===== src/rtl/rgb2hsl_pkg.sv =====
`timescale 1ns / 1ps

package rgb2hsl_pkg;

	// Default number of fraction bits in every result.
	localparam int unsigned FRACTION_BITS_DEF = 6;

	// Field widths.
	localparam int unsigned CHAN_W = 8;
	localparam int unsigned HUE_W  = 15;
	localparam int unsigned PCT_W  = 13;

	// Widest divisor seen by the dividers: twice the largest denominator, 510.
	localparam int unsigned DEN_W = 9;

	// One input item: an RGB pixel.
	typedef struct packed {
		logic [CHAN_W-1:0] red;
		logic [CHAN_W-1:0] green;
		logic [CHAN_W-1:0] blue;
	} pixel_t;

	// One result item: hue, saturation and lightness.
	typedef struct packed {
		logic [HUE_W-1:0] hue;
		logic [PCT_W-1:0] saturation;
		logic [PCT_W-1:0] lightness;
	} hsl_t;

endpackage


===== src/rtl/rgb2hsl_div.sv =====
`timescale 1ns / 1ps

// Pipelined restoring divider: one quotient bit per stage, NUM_W stages.
// Each stage moves only when its enable is high, so the surrounding
// pipeline can stall any stage without losing data.
module rgb2hsl_div #(
	parameter int unsigned NUM_W = 24,
	parameter int unsigned DEN_W = rgb2hsl_pkg::DEN_W
) (
	input  logic             clk,
	input  logic [NUM_W-1:0] en,
	input  logic [NUM_W-1:0] num,
	input  logic [DEN_W-1:0] den,
	output logic [NUM_W-1:0] quo
);

	// Per stage: partial remainder, a word holding the unused numerator bits
	// in its upper part and the quotient bits found so far in its lower part,
	// and the divisor.
	logic [DEN_W-1:0] rem_s [NUM_W];
	logic [NUM_W-1:0] nq_s  [NUM_W];
	logic [DEN_W-1:0] den_s [NUM_W];

	for (genvar i = 0; i < NUM_W; i++) begin : g_stage
		logic [DEN_W-1:0] rem_in;
		logic [NUM_W-1:0] nq_in;
		logic [DEN_W-1:0] den_in;
		logic [DEN_W:0]   trial;
		logic             fits;

		// Stage inputs come from the ports for the first stage.
		if (i == 0) begin : g_first
			assign rem_in = '0;
			assign nq_in  = num;
			assign den_in = den;
		end else begin : g_next
			assign rem_in = rem_s[i-1];
			assign nq_in  = nq_s[i-1];
			assign den_in = den_s[i-1];
		end

		// Bring down the next numerator bit and try one subtraction.
		always_comb begin
			trial = {rem_in, nq_in[NUM_W-1]};
			fits  = (trial >= {1'b0, den_in});
		end

		always_ff @(posedge clk) begin
			if (en[i]) begin
				rem_s[i] <= fits ? DEN_W'(trial - {1'b0, den_in}) : trial[DEN_W-1:0];
				nq_s[i]  <= {nq_in[NUM_W-2:0], fits};
				den_s[i] <= den_in;
			end
		end
	end

	assign quo = nq_s[NUM_W-1];

endmodule


===== src/rtl/rgb_to_hsl_convert.sv =====
`timescale 1ns / 1ps

// Channel   Dir  Handshake                Payload
// pix       in   pix_valid / pix_ready    rgb2hsl_pkg::pixel_t (red, green, blue)
// hsl       out  hsl_valid / hsl_ready    rgb2hsl_pkg::hsl_t (hue, saturation, lightness)
//
// One pixel is taken every cycle unless the pipeline is full and its output
// stalled. The pipeline holds the one-bit-per-stage hue and saturation dividers
// of FRACTION_BITS + 18 stages, plus two stages in front and one output stage.
// Lightness is a constant reciprocal multiplication that rides alongside them.
// Every stage holds its own valid bit and loads whenever it is empty or the
// stage after it moves, so bubbles close up and a stalled output still lets
// new items in until the pipeline is full. Reset clears only the valid bits.
module rgb_to_hsl_convert #(
	parameter int unsigned FRACTION_BITS = rgb2hsl_pkg::FRACTION_BITS_DEF
) (
	input  logic                clk,
	input  logic                arst_n,
	input  logic                pix_valid,
	output logic                pix_ready,
	input  rgb2hsl_pkg::pixel_t pix,
	output logic                hsl_valid,
	input  logic                hsl_ready,
	output rgb2hsl_pkg::hsl_t   hsl
);

	localparam int unsigned NUM_W = 18 + FRACTION_BITS;
	localparam int unsigned DEN_W = rgb2hsl_pkg::DEN_W;
	localparam int unsigned HUE_W = rgb2hsl_pkg::HUE_W;
	localparam int unsigned PCT_W = rgb2hsl_pkg::PCT_W;
	localparam int unsigned CH_W  = rgb2hsl_pkg::CHAN_W;
	localparam int unsigned LAT   = NUM_W + 3;
	localparam int unsigned OUT_STAGE = LAT - 1;
	localparam int unsigned DIV_LAST  = LAT - 2;

	localparam logic [NUM_W-1:0] HUE_TURN = NUM_W'(360 * (1 << FRACTION_BITS));
	localparam logic [NUM_W-1:0] PCT_FULL = NUM_W'(100 * (1 << FRACTION_BITS));

	// Lightness is floor((50 * scale * sum + 127) / 255), taken as a product with
	// a rounded-up reciprocal of 255 that is exact over the whole numerator range.
	localparam int unsigned LX_W = 15 + FRACTION_BITS;
	localparam int unsigned L_SH = LX_W + 8;
	localparam int unsigned LP_W = 2 * LX_W + 1;
	localparam logic [LP_W-1:0] L_RECIP = LP_W'(((64'd1 << L_SH) + 64'd254) / 64'd255);
	localparam logic [LP_W-1:0] L_MUL_A = LP_W'(50 * (1 << FRACTION_BITS)) * L_RECIP;
	localparam logic [LP_W-1:0] L_MUL_B = LP_W'(127) * L_RECIP;
	localparam logic [LX_W-1:0] LIGHT_FULL = LX_W'(100 * (1 << FRACTION_BITS));

	// Hue sector, named after the channel that holds the maximum.
	localparam logic [1:0] SECT_RED   = 2'd0;
	localparam logic [1:0] SECT_GREEN = 2'd1;
	localparam logic [1:0] SECT_BLUE  = 2'd2;

	logic [LAT-1:0] vld_q;
	logic [LAT-1:0] adv;

	// A stage may load when it is empty or its contents move on.
	always_comb begin
		adv[LAT-1] = ~vld_q[LAT-1] | hsl_ready;
		for (int k = LAT - 2; k >= 0; k--) begin
			adv[k] = ~vld_q[k] | adv[k+1];
		end
	end

	assign pix_ready = adv[0];
	assign hsl_valid = vld_q[OUT_STAGE];

	// Valid bits travel with the data.
	always_ff @(posedge clk or negedge arst_n) begin
		if (!arst_n) begin
			vld_q <= '0;
		end else begin
			if (adv[0]) begin
				vld_q[0] <= pix_valid;
			end
			for (int k = 1; k < LAT; k++) begin
				if (adv[k]) begin
					vld_q[k] <= vld_q[k-1];
				end
			end
		end
	end

	// Stage 1: find maximum and minimum, the sector and the hue difference term.
	logic [CH_W-1:0]   mx;
	logic [CH_W-1:0]   mn;
	logic [1:0]        sect;
	logic signed [8:0] hdiff;

	always_comb begin
		if (pix.red >= pix.green && pix.red >= pix.blue) begin
			mx    = pix.red;
			sect  = SECT_RED;
			hdiff = $signed({1'b0, pix.green}) - $signed({1'b0, pix.blue});
		end else if (pix.green >= pix.blue) begin
			mx    = pix.green;
			sect  = SECT_GREEN;
			hdiff = $signed({1'b0, pix.blue}) - $signed({1'b0, pix.red});
		end else begin
			mx    = pix.blue;
			sect  = SECT_BLUE;
			hdiff = $signed({1'b0, pix.red}) - $signed({1'b0, pix.green});
		end
		mn = pix.red;
		if (pix.green < mn) begin
			mn = pix.green;
		end
		if (pix.blue < mn) begin
			mn = pix.blue;
		end
	end

	logic [CH_W-1:0]   d_s1;
	logic [CH_W:0]     sum_s1;
	logic [1:0]        sect_s1;
	logic signed [8:0] hdiff_s1;

	always_ff @(posedge clk) begin
		if (adv[0]) begin
			d_s1     <= mx - mn;
			sum_s1   <= {1'b0, mx} + {1'b0, mn};
			sect_s1  <= sect;
			hdiff_s1 <= hdiff;
		end
	end

	// Stage 2: build rounding numerators and doubled divisors for the dividers,
	// and the finished lightness.
	// A grey pixel divides zero by two so that hue and saturation come out 0.
	logic signed [19:0] hd20;
	logic signed [19:0] dd20;
	logic signed [19:0] hoff;
	logic signed [19:0] hnum_raw;
	logic [16:0]        hnum;
	logic               grey;
	logic [CH_W:0]      sat_den;
	logic [LP_W-1:0]    lprod;
	logic [LX_W-1:0]    light_full;

	always_comb begin
		hd20 = {{11{hdiff_s1[8]}}, hdiff_s1};
		dd20 = $signed({12'b0, d_s1});
		case (sect_s1)
			SECT_RED:   hoff = 20'sd0;
			SECT_GREEN: hoff = 20'sd120 * dd20;
			SECT_BLUE:  hoff = 20'sd240 * dd20;
			default:    hoff = 20'sd0;
		endcase
		hnum_raw = 20'sd60 * hd20 + hoff;
		if (hnum_raw < 20'sd0) begin
			hnum_raw = hnum_raw + 20'sd360 * dd20;
		end
		hnum    = hnum_raw[16:0];
		grey    = (d_s1 == '0);
		sat_den = (sum_s1 <= 9'd255) ? sum_s1 : 9'd510 - sum_s1;
		lprod      = LP_W'(sum_s1) * L_MUL_A + L_MUL_B;
		light_full = LX_W'(lprod >> L_SH);
	end

	logic [NUM_W-1:0] hnum_s2;
	logic [DEN_W-1:0] hden_s2;
	logic [NUM_W-1:0] snum_s2;
	logic [DEN_W-1:0] sden_s2;
	logic [PCT_W-1:0] light_s2;

	always_ff @(posedge clk) begin
		if (adv[1]) begin
			if (grey) begin
				hnum_s2 <= '0;
				hden_s2 <= DEN_W'(2);
				snum_s2 <= '0;
				sden_s2 <= DEN_W'(2);
			end else begin
				hnum_s2 <= (NUM_W'(hnum) << (FRACTION_BITS + 1)) + NUM_W'(d_s1);
				hden_s2 <= DEN_W'({d_s1, 1'b0});
				snum_s2 <= ((NUM_W'(d_s1) * NUM_W'(200)) << FRACTION_BITS) + NUM_W'(sat_den);
				sden_s2 <= DEN_W'({sat_den, 1'b0});
			end
			light_s2 <= light_full[PCT_W-1:0];
		end
	end

	// Two dividers in step, for hue and saturation.
	logic [NUM_W-1:0] quo_h;
	logic [NUM_W-1:0] quo_s;

	rgb2hsl_div #(.NUM_W(NUM_W), .DEN_W(DEN_W)) u_div_hue (
		.clk (clk),
		.en  (adv[NUM_W+1:2]),
		.num (hnum_s2),
		.den (hden_s2),
		.quo (quo_h)
	);

	rgb2hsl_div #(.NUM_W(NUM_W), .DEN_W(DEN_W)) u_div_sat (
		.clk (clk),
		.en  (adv[NUM_W+1:2]),
		.num (snum_s2),
		.den (sden_s2),
		.quo (quo_s)
	);

	// Lightness is carried alongside the divider stages.
	logic [PCT_W-1:0] light_dly [NUM_W];

	always_ff @(posedge clk) begin
		if (adv[2]) begin
			light_dly[0] <= light_s2;
		end
		for (int i = 1; i < NUM_W; i++) begin
			if (adv[i+2]) begin
				light_dly[i] <= light_dly[i-1];
			end
		end
	end

	// Output stage: a hue that rounds to a full turn wraps to zero.
	logic [HUE_W-1:0] hue_s3;
	logic [PCT_W-1:0] sat_s3;
	logic [PCT_W-1:0] light_s3;

	always_ff @(posedge clk) begin
		if (adv[OUT_STAGE]) begin
			hue_s3   <= (quo_h >= HUE_TURN) ? '0 : quo_h[HUE_W-1:0];
			sat_s3   <= quo_s[PCT_W-1:0];
			light_s3 <= light_dly[NUM_W-1];
		end
	end

	assign hsl.hue        = hue_s3;
	assign hsl.saturation = sat_s3;
	assign hsl.lightness  = light_s3;

`ifndef SYNTHESIS
	// Input is held off only while the output is full and stalled.
	a_ready_only_when_full: assert property (@(posedge clk) disable iff (!arst_n)
		!pix_ready |-> (hsl_valid && !hsl_ready))
		else $error("input refused while output can drain");

	// Rounded quotients stay within their ranges.
	a_hue_range: assert property (@(posedge clk) disable iff (!arst_n)
		vld_q[DIV_LAST] |-> (quo_h <= HUE_TURN))
		else $error("hue quotient beyond a full turn");

	a_sat_range: assert property (@(posedge clk) disable iff (!arst_n)
		vld_q[DIV_LAST] |-> (quo_s <= PCT_FULL))
		else $error("saturation quotient above 100 percent");

	a_light_range: assert property (@(posedge clk) disable iff (!arst_n)
		vld_q[0] |-> (light_full <= LIGHT_FULL))
		else $error("lightness above 100 percent");
`endif

endmodule


===== config.mk =====
export PLATFORM = sky130hd
export DESIGN_NAME = rgb_to_hsl_convert
export DESIGN_NICKNAME = d
export VERILOG_FILES = /design/src/rtl/rgb2hsl_pkg.sv /design/src/rtl/rgb2hsl_div.sv /design/src/rtl/rgb_to_hsl_convert.sv
export SDC_FILE = /design/constraint.sdc
export NUM_CORES = 2
export LEC_CHECK = 0
export ABC_AREA = 1
export BUFFER_PORTS_ARGS = -buffer_cell sky130_fd_sc_hd__buf_2
export CORE_MARGIN = 4
export CORE_UTILIZATION = 40
export DETAILED_ROUTE_END_ITERATION = 6
export GPL_TIMING_DRIVEN = 0
export HOLD_SLACK_MARGIN = 0.06
export PLACE_DENSITY = 0.57
export RECOVER_POWER = 100
export SETUP_SLACK_MARGIN = 0.3
export SKIP_CTS_REPAIR_TIMING = 1
export SLEW_MARGIN = 30
export SYNTH_ARGS = -nofsm -noshare
export SYNTH_HDL_FRONTEND = slang
export SYNTH_SLANG_ARGS = --single-unit

===== constraint.sdc =====
create_clock -name clk -period 18 [get_ports clk]
set_clock_uncertainty 0.1 [all_clocks]
set_input_delay 0.9 -clock clk [delete_from_list [all_inputs] [get_ports clk]]
set_output_delay 0.9 -clock clk [all_outputs]
set_load 0.02 [all_outputs]

# Yosys cells after proc, flatten, opt, wreduce, memory -nomap -nowiden
# Memory sizes are Yosys's and may differ from the RTL's. A register that Yosys moved wholly into a read port is not among the register bits.
# Cells that the tools add are included.
# op_classes
order_cmp	56
addsub	59
n_mux	106
mul	6
reduce_logical	2
eq_ne	2
bitwise	54
# op_table
operator	count
$ge 10x9->1	46
$mux 9	51
$sub 9x9->9	46
$mux 1	48
$add 42x28->42 const B	1
$mul 9x26->35 const B	1
$mux 8	4
$pmux 16 s2	1
$not 1->1	27
$or 1x1->1	27
$sub 8x8->9	3
$add 24x8->24	1
$ge 24x15->1 const B	1
$ge 8x8->1	3
$mul 4x8->12 const A	2
$add 22x9->23	1
$add 16x17->18	1
$ge 1x9->1	2
$lt 18x1->1 const B	1
$sub 1x9->9	2
$add 17x17->17	1
$mux 17	1
$lt 8x8->1	2
$mul 5x9->14 const A	1
11 further kinds	11
# totals
regBits	149
word_cells	331
out_inout_bits	43
mem_bits_rw	2328
memories	7
in_bits	28
# mem_list
memory	words	word_bits	read_ports	rd_ports_with_merged_regs	wr	line_no	text
u_div_hue.nq_s	24	24	24	0	24	rgb2hsl_div.sv:21	logic [NUM_W-1:0] nq_s [NUM_W];
u_div_sat.nq_s	24	24	24	1	24	rgb2hsl_div.sv:21	
light_dly	24	13	24	1	24	rgb_to_hsl_convert.sv:204	logic [PCT_W-1:0] light_dly [NUM_W];
u_div_hue.den_s	24	9	23	0	24	rgb2hsl_div.sv:22	logic [DEN_W-1:0] den_s [NUM_W];
u_div_hue.rem_s	24	9	23	0	24	rgb2hsl_div.sv:20	logic [DEN_W-1:0] rem_s [NUM_W];
u_div_sat.den_s	24	9	23	0	24	rgb2hsl_div.sv:22	
+1 memories	--	--	--	--	--	--	

# Longest topological paths before layout
# depth
depth_word	28
mapped_depth	35
mapped_depth_nobuf	35

# Modules after synthesis
# A second synthesis with hierarchy kept.
# hier_totals
cells_unflattened	9744
area_unflattened_um2	113657.8
# by_module_without_submodules
module	area_per_inst_um2	n_inst	cells_each	seq_area_each_um2
rgb2hsl_div (u_div_sat)	44604.0	1	3841	29728.5
rgb2hsl_div (u_div_hue)	44273.7	1	3807	29728.5
rgb_to_hsl_convert	24780.0	1	2096	13738.2

# Worst setup path before layout
# No wires, ideal clock.
# synth_timing
path_kind	input to register
startpoint	input port hsl_ready
endpoint	memory light_dly[0][0], enable pin
path_slack_ns	7.820
n_path_buf	0
t_required_ns	17.149
arrival_ns	9.328
setup_ns	0.751
path_stages	14
path_cell_list	inv_1 nand4_4 nor2_4 nand4_4 nor2_4 nand4_4 nor2_4 nand4_4 nor2_4 nand4_4 nor2_4 nand4_4 nor2_4 nand2_1
# synth_rtl
item	line_no	text
start, declared	rgb_to_hsl_convert.sv:23	input logic hsl_ready,
end, declared	rgb_to_hsl_convert.sv:204	

==> implementation parameters <==
Parameter                              Value

Logic synthesis
  Flip-flop cell with the highest count after synthesis ... edfxtp_1
  Simple-gate portion of the synthesized area ... 7.36%
  Async S/R FF share, synth ... 1.50%
  Portion of netlist area occupied by mux cells ... 0.0407%
  Post-synth EDFFs ... 1773
  Complex-gate fraction of the synthesized area ... 6.97%
  Cells after Synth ... 6445
  Synth warnings ... 0
  Cell variety after synth ... 49
  Mapped Avg Cell Area ... 12.9 um^2
  Post-synthesis adder-cell area fraction ... 12.2%
  Sequential-to-total area share from yosys stat ... 65.0%
  Flip-flop and latch count after synthesis ... 1800
  Synth Area in XOR/XNOR ... 3.96%
  Combinational family with the most area after synthesis ... adder cells
  Area of the mapped netlist ... 82900 um^2

Finish
  Most common cell after layout, fill and taps aside ... edfxtp_1
  Post-route insts no fill ... 9582
  Highest-count cells in the layout ignoring fill and taps ... 1773 x edfxtp_1, 914 x inv_1, 678 x a21oi_1, 655 x nand2_1, 613 x nor2_1
  Area Overhead vs Synth ... 11.8%
  Fillcell total ... 18300
  Net count of the finished layout ... 7494
  Share of post-route cells with drive strength above 1 ... 4.57%

Die
  Chip width ... 463 um
  I/O pin count ... 71
  Die ar. ... 215000 um^2
  Starting Density ... 40.4%
  Area of the core ... 205000 um^2
  Height of the die ... 463 um
  Placement row count ... 166

Worst setup path
  Required arrival time at the worst endpoint ... 18.04 ns
  Category of the worst setup path launch point ... flop
  CP arrival ... 11.84 ns
  Setup Crit Path Kind ... reg -> reg
  Endpoint type of the worst setup path ... flop
  Minimum setup slack among reg-to-reg paths ... 6.19 ns
  Maximum fanout count along the critical path ... 50

Clock tree
  Clock Sinks ... 1800
  Clk_lat worst skew ... 0.80 ns
  Buffer cell driving the clock tree root ... clkbuf_16
  Register clock-pin slew on the reported worst setup and hold paths ... 0.06 ns
  Maximum level of the CTS H-tree ... 4
  Clock buffer count from CTS ... 184
  Clock tree from TritonCTS ... done
  Buffer depth of the longest clock path ... 3

Place
  Gp weighted congestion ... 0.889
  Number of placed instances, taps included ... 9236
  Post-detail-place hpwl ... 106000 um
  Count of input and output buffers ... 70
  Post-placement setup slack ... 9.79 ns

Timing
  Final TNS setup ... 0 ns
  Final number of hold-violating endpoints ... 0
  Final setup violation count ... 0
  Maximum operating frequency ... 0.0847 GHz
  Minimum clock period ... 11.81 ns
  Slew Limit Fails ... 1319
  Hold Worst Slack ... 0.275 ns
  Worst slew margin ... -89.5%
  Final clock period utilization by the worst path ... 65.6%
  Setup repair after global routing missed its margin ... false
  Setup ws final ... 6.19 ns
  Transition time of the tightest slew-check pin ... 2.84 ns

Drt
  Average wire length per cell after detail routing ... 14.8 um
  Post-detailed-routing wire length ... 142000 um
  Via density per instance ... 4.80
  Antenna violation net count after detailed routing ... 0
  Count of vias placed by the detailed router ... 46000
  Residual DRC count ... 0
  Initial detailed-routing violation count ... 2169
  Drt pass-1 iters ... 5

Global routing
  Tot GR Track Use ... 13.3%
  Number of antenna violations at the first check in global routing ... 1
  Gr ovfl total ... 0
  Global-route wire length before repair ... 236000 um
  Vias in the first global route ... 47200
  Largest net degree at the start of global routing ... 55

Outcome
  Failing checks ... capacitance limit, slew limit
  Outcome ... complete, but fails checks

Job
  Number of violations of the max-capacitance limit ... 31

Worst hold path
  Worst hold path class ... in -> reg
==> cells by family after synthesis <==
| logic type | after synthesis |
|---|---|
| xor gates and xnor gates | 375 |
| and+or+nand+nor | 1486 |
| DFF | 1800 |
| other | 1 |
| adders and majority gates | 732 |
| buffers and inverters | 983 |
| muxes | 3 |
| AOI/OAI and AO/OA | 1065 |
==> cell usage after synthesis, types with 7 or more instances <==
library cell / number / area share (%)
edfxtp_1: 1773 / 64
inv_1: 920 / 4.2
a21oi_1: 678 / 4.1
nand2_1: 653 / 3.0
nor2_1: 608 / 2.8
ha_1: 606 / 9.1
xor2_1: 255 / 2.7
o21ai_0: 217 / 1.3
fa_1: 126 / 3.0
xnor2_1: 120 / 1.3
nand3_1: 107 / 0.65
clkbuf_1: 55 / 0.25
o211ai_1: 49 / 0.44
a211oi_1: 46 / 0.42
nor4_1: 41 / 0.31
nor3_1: 28 / 0.17
dfrtp_1: 27 / 0.81
nand4_1: 15 / 0.11
o21bai_1: 15 / 0.14
or2_2: 14 / 0.11
a21o_1: 8 / 0.072
o22ai_1: 7 / 0.053
==> per-stage QoR <==
step                      util, %  area (um^2)
final                        45.1        92700
after global routing         45.1        92700
after CTS                    45.6        93600
after detailed placement     42.6        87500
after global placement       42.2        86600
after floorplan                 -        82900
==> flip-flops by register name, indices dropped and copies added, names as in the netlist <==
signal	count
hue_s3	15
vld_q	27
light_dly	312
d_s1	8
sden_s2	7
hden_s2	6
sum_s1	8
light_s2	13
u_div_sat.nq_s	334
u_div_hue.nq_s	447
light_s3	13
u_div_sat.den_s	45
u_div_hue.den_s	102
u_div_sat.rem_s	204
sect_s1	2
hnum_s2	16
hdiff_s1	9
sat_s3	13
u_div_hue.rem_s	206
snum_s2	13
==> per-layer routing <==
metal / wire length (um) / GRT usage, %
met1: 58300 / 15.4
met2: 74500 / 24.7
met3: 4800 / 2.17
met4: 4280 / 4.57
met5: 0 / 0
==> critical path: stages, from the launching register on <==
cell        delay (ns)
dfrtp_1           0.41
nand4_1           0.63
nor2_1            0.55
nand4_1           0.68
clkbuf_1          0.79
nor2_1            0.53
nand4_1           0.77
nor2_1            0.59
nand4_1           1.28
nor2_1            0.91
nand4_4           0.40
buf_16            0.29
nor2_4            0.17
nand4_4           0.26
buf_12            0.26
nor2_1            0.33
clkinvlp_2        0.90
clkbuf_1          1.20
==> area by class of cell <==
type	instances	area (um^2)	area share, %
clock inverter	106	1150	1.24
antenna	2	5.00	0.00540
buffer	63	239	0.258
inverter	920	3460	3.73
timing repair buffer	101	450	0.486
tap	2688	3360	3.63
sequential	1800	53900	58.1
clock buffer	238	4930	5.32
multi-input combinational	3664	25200	27.2
==> final timing paths <==
kind	from	to	depth (start not counted)
worst max-delay path	vld_q[26]	u_div_hue.den_s[0][15]	17
worst min-delay path	pix_valid	vld_q[0]	3
worst max register to register	vld_q[26]	u_div_hue.den_s[0][15]	17
worst min register to register	light_dly[3][11]	light_dly[4][11]	0
max in group asynchronous	arst_n	vld_q[3]	1
min in group asynchronous	arst_n	vld_q[26]	1
Power is not shown: default switching activity piles up to over one toggle a cycle in this logic, so the estimate is an artifact.
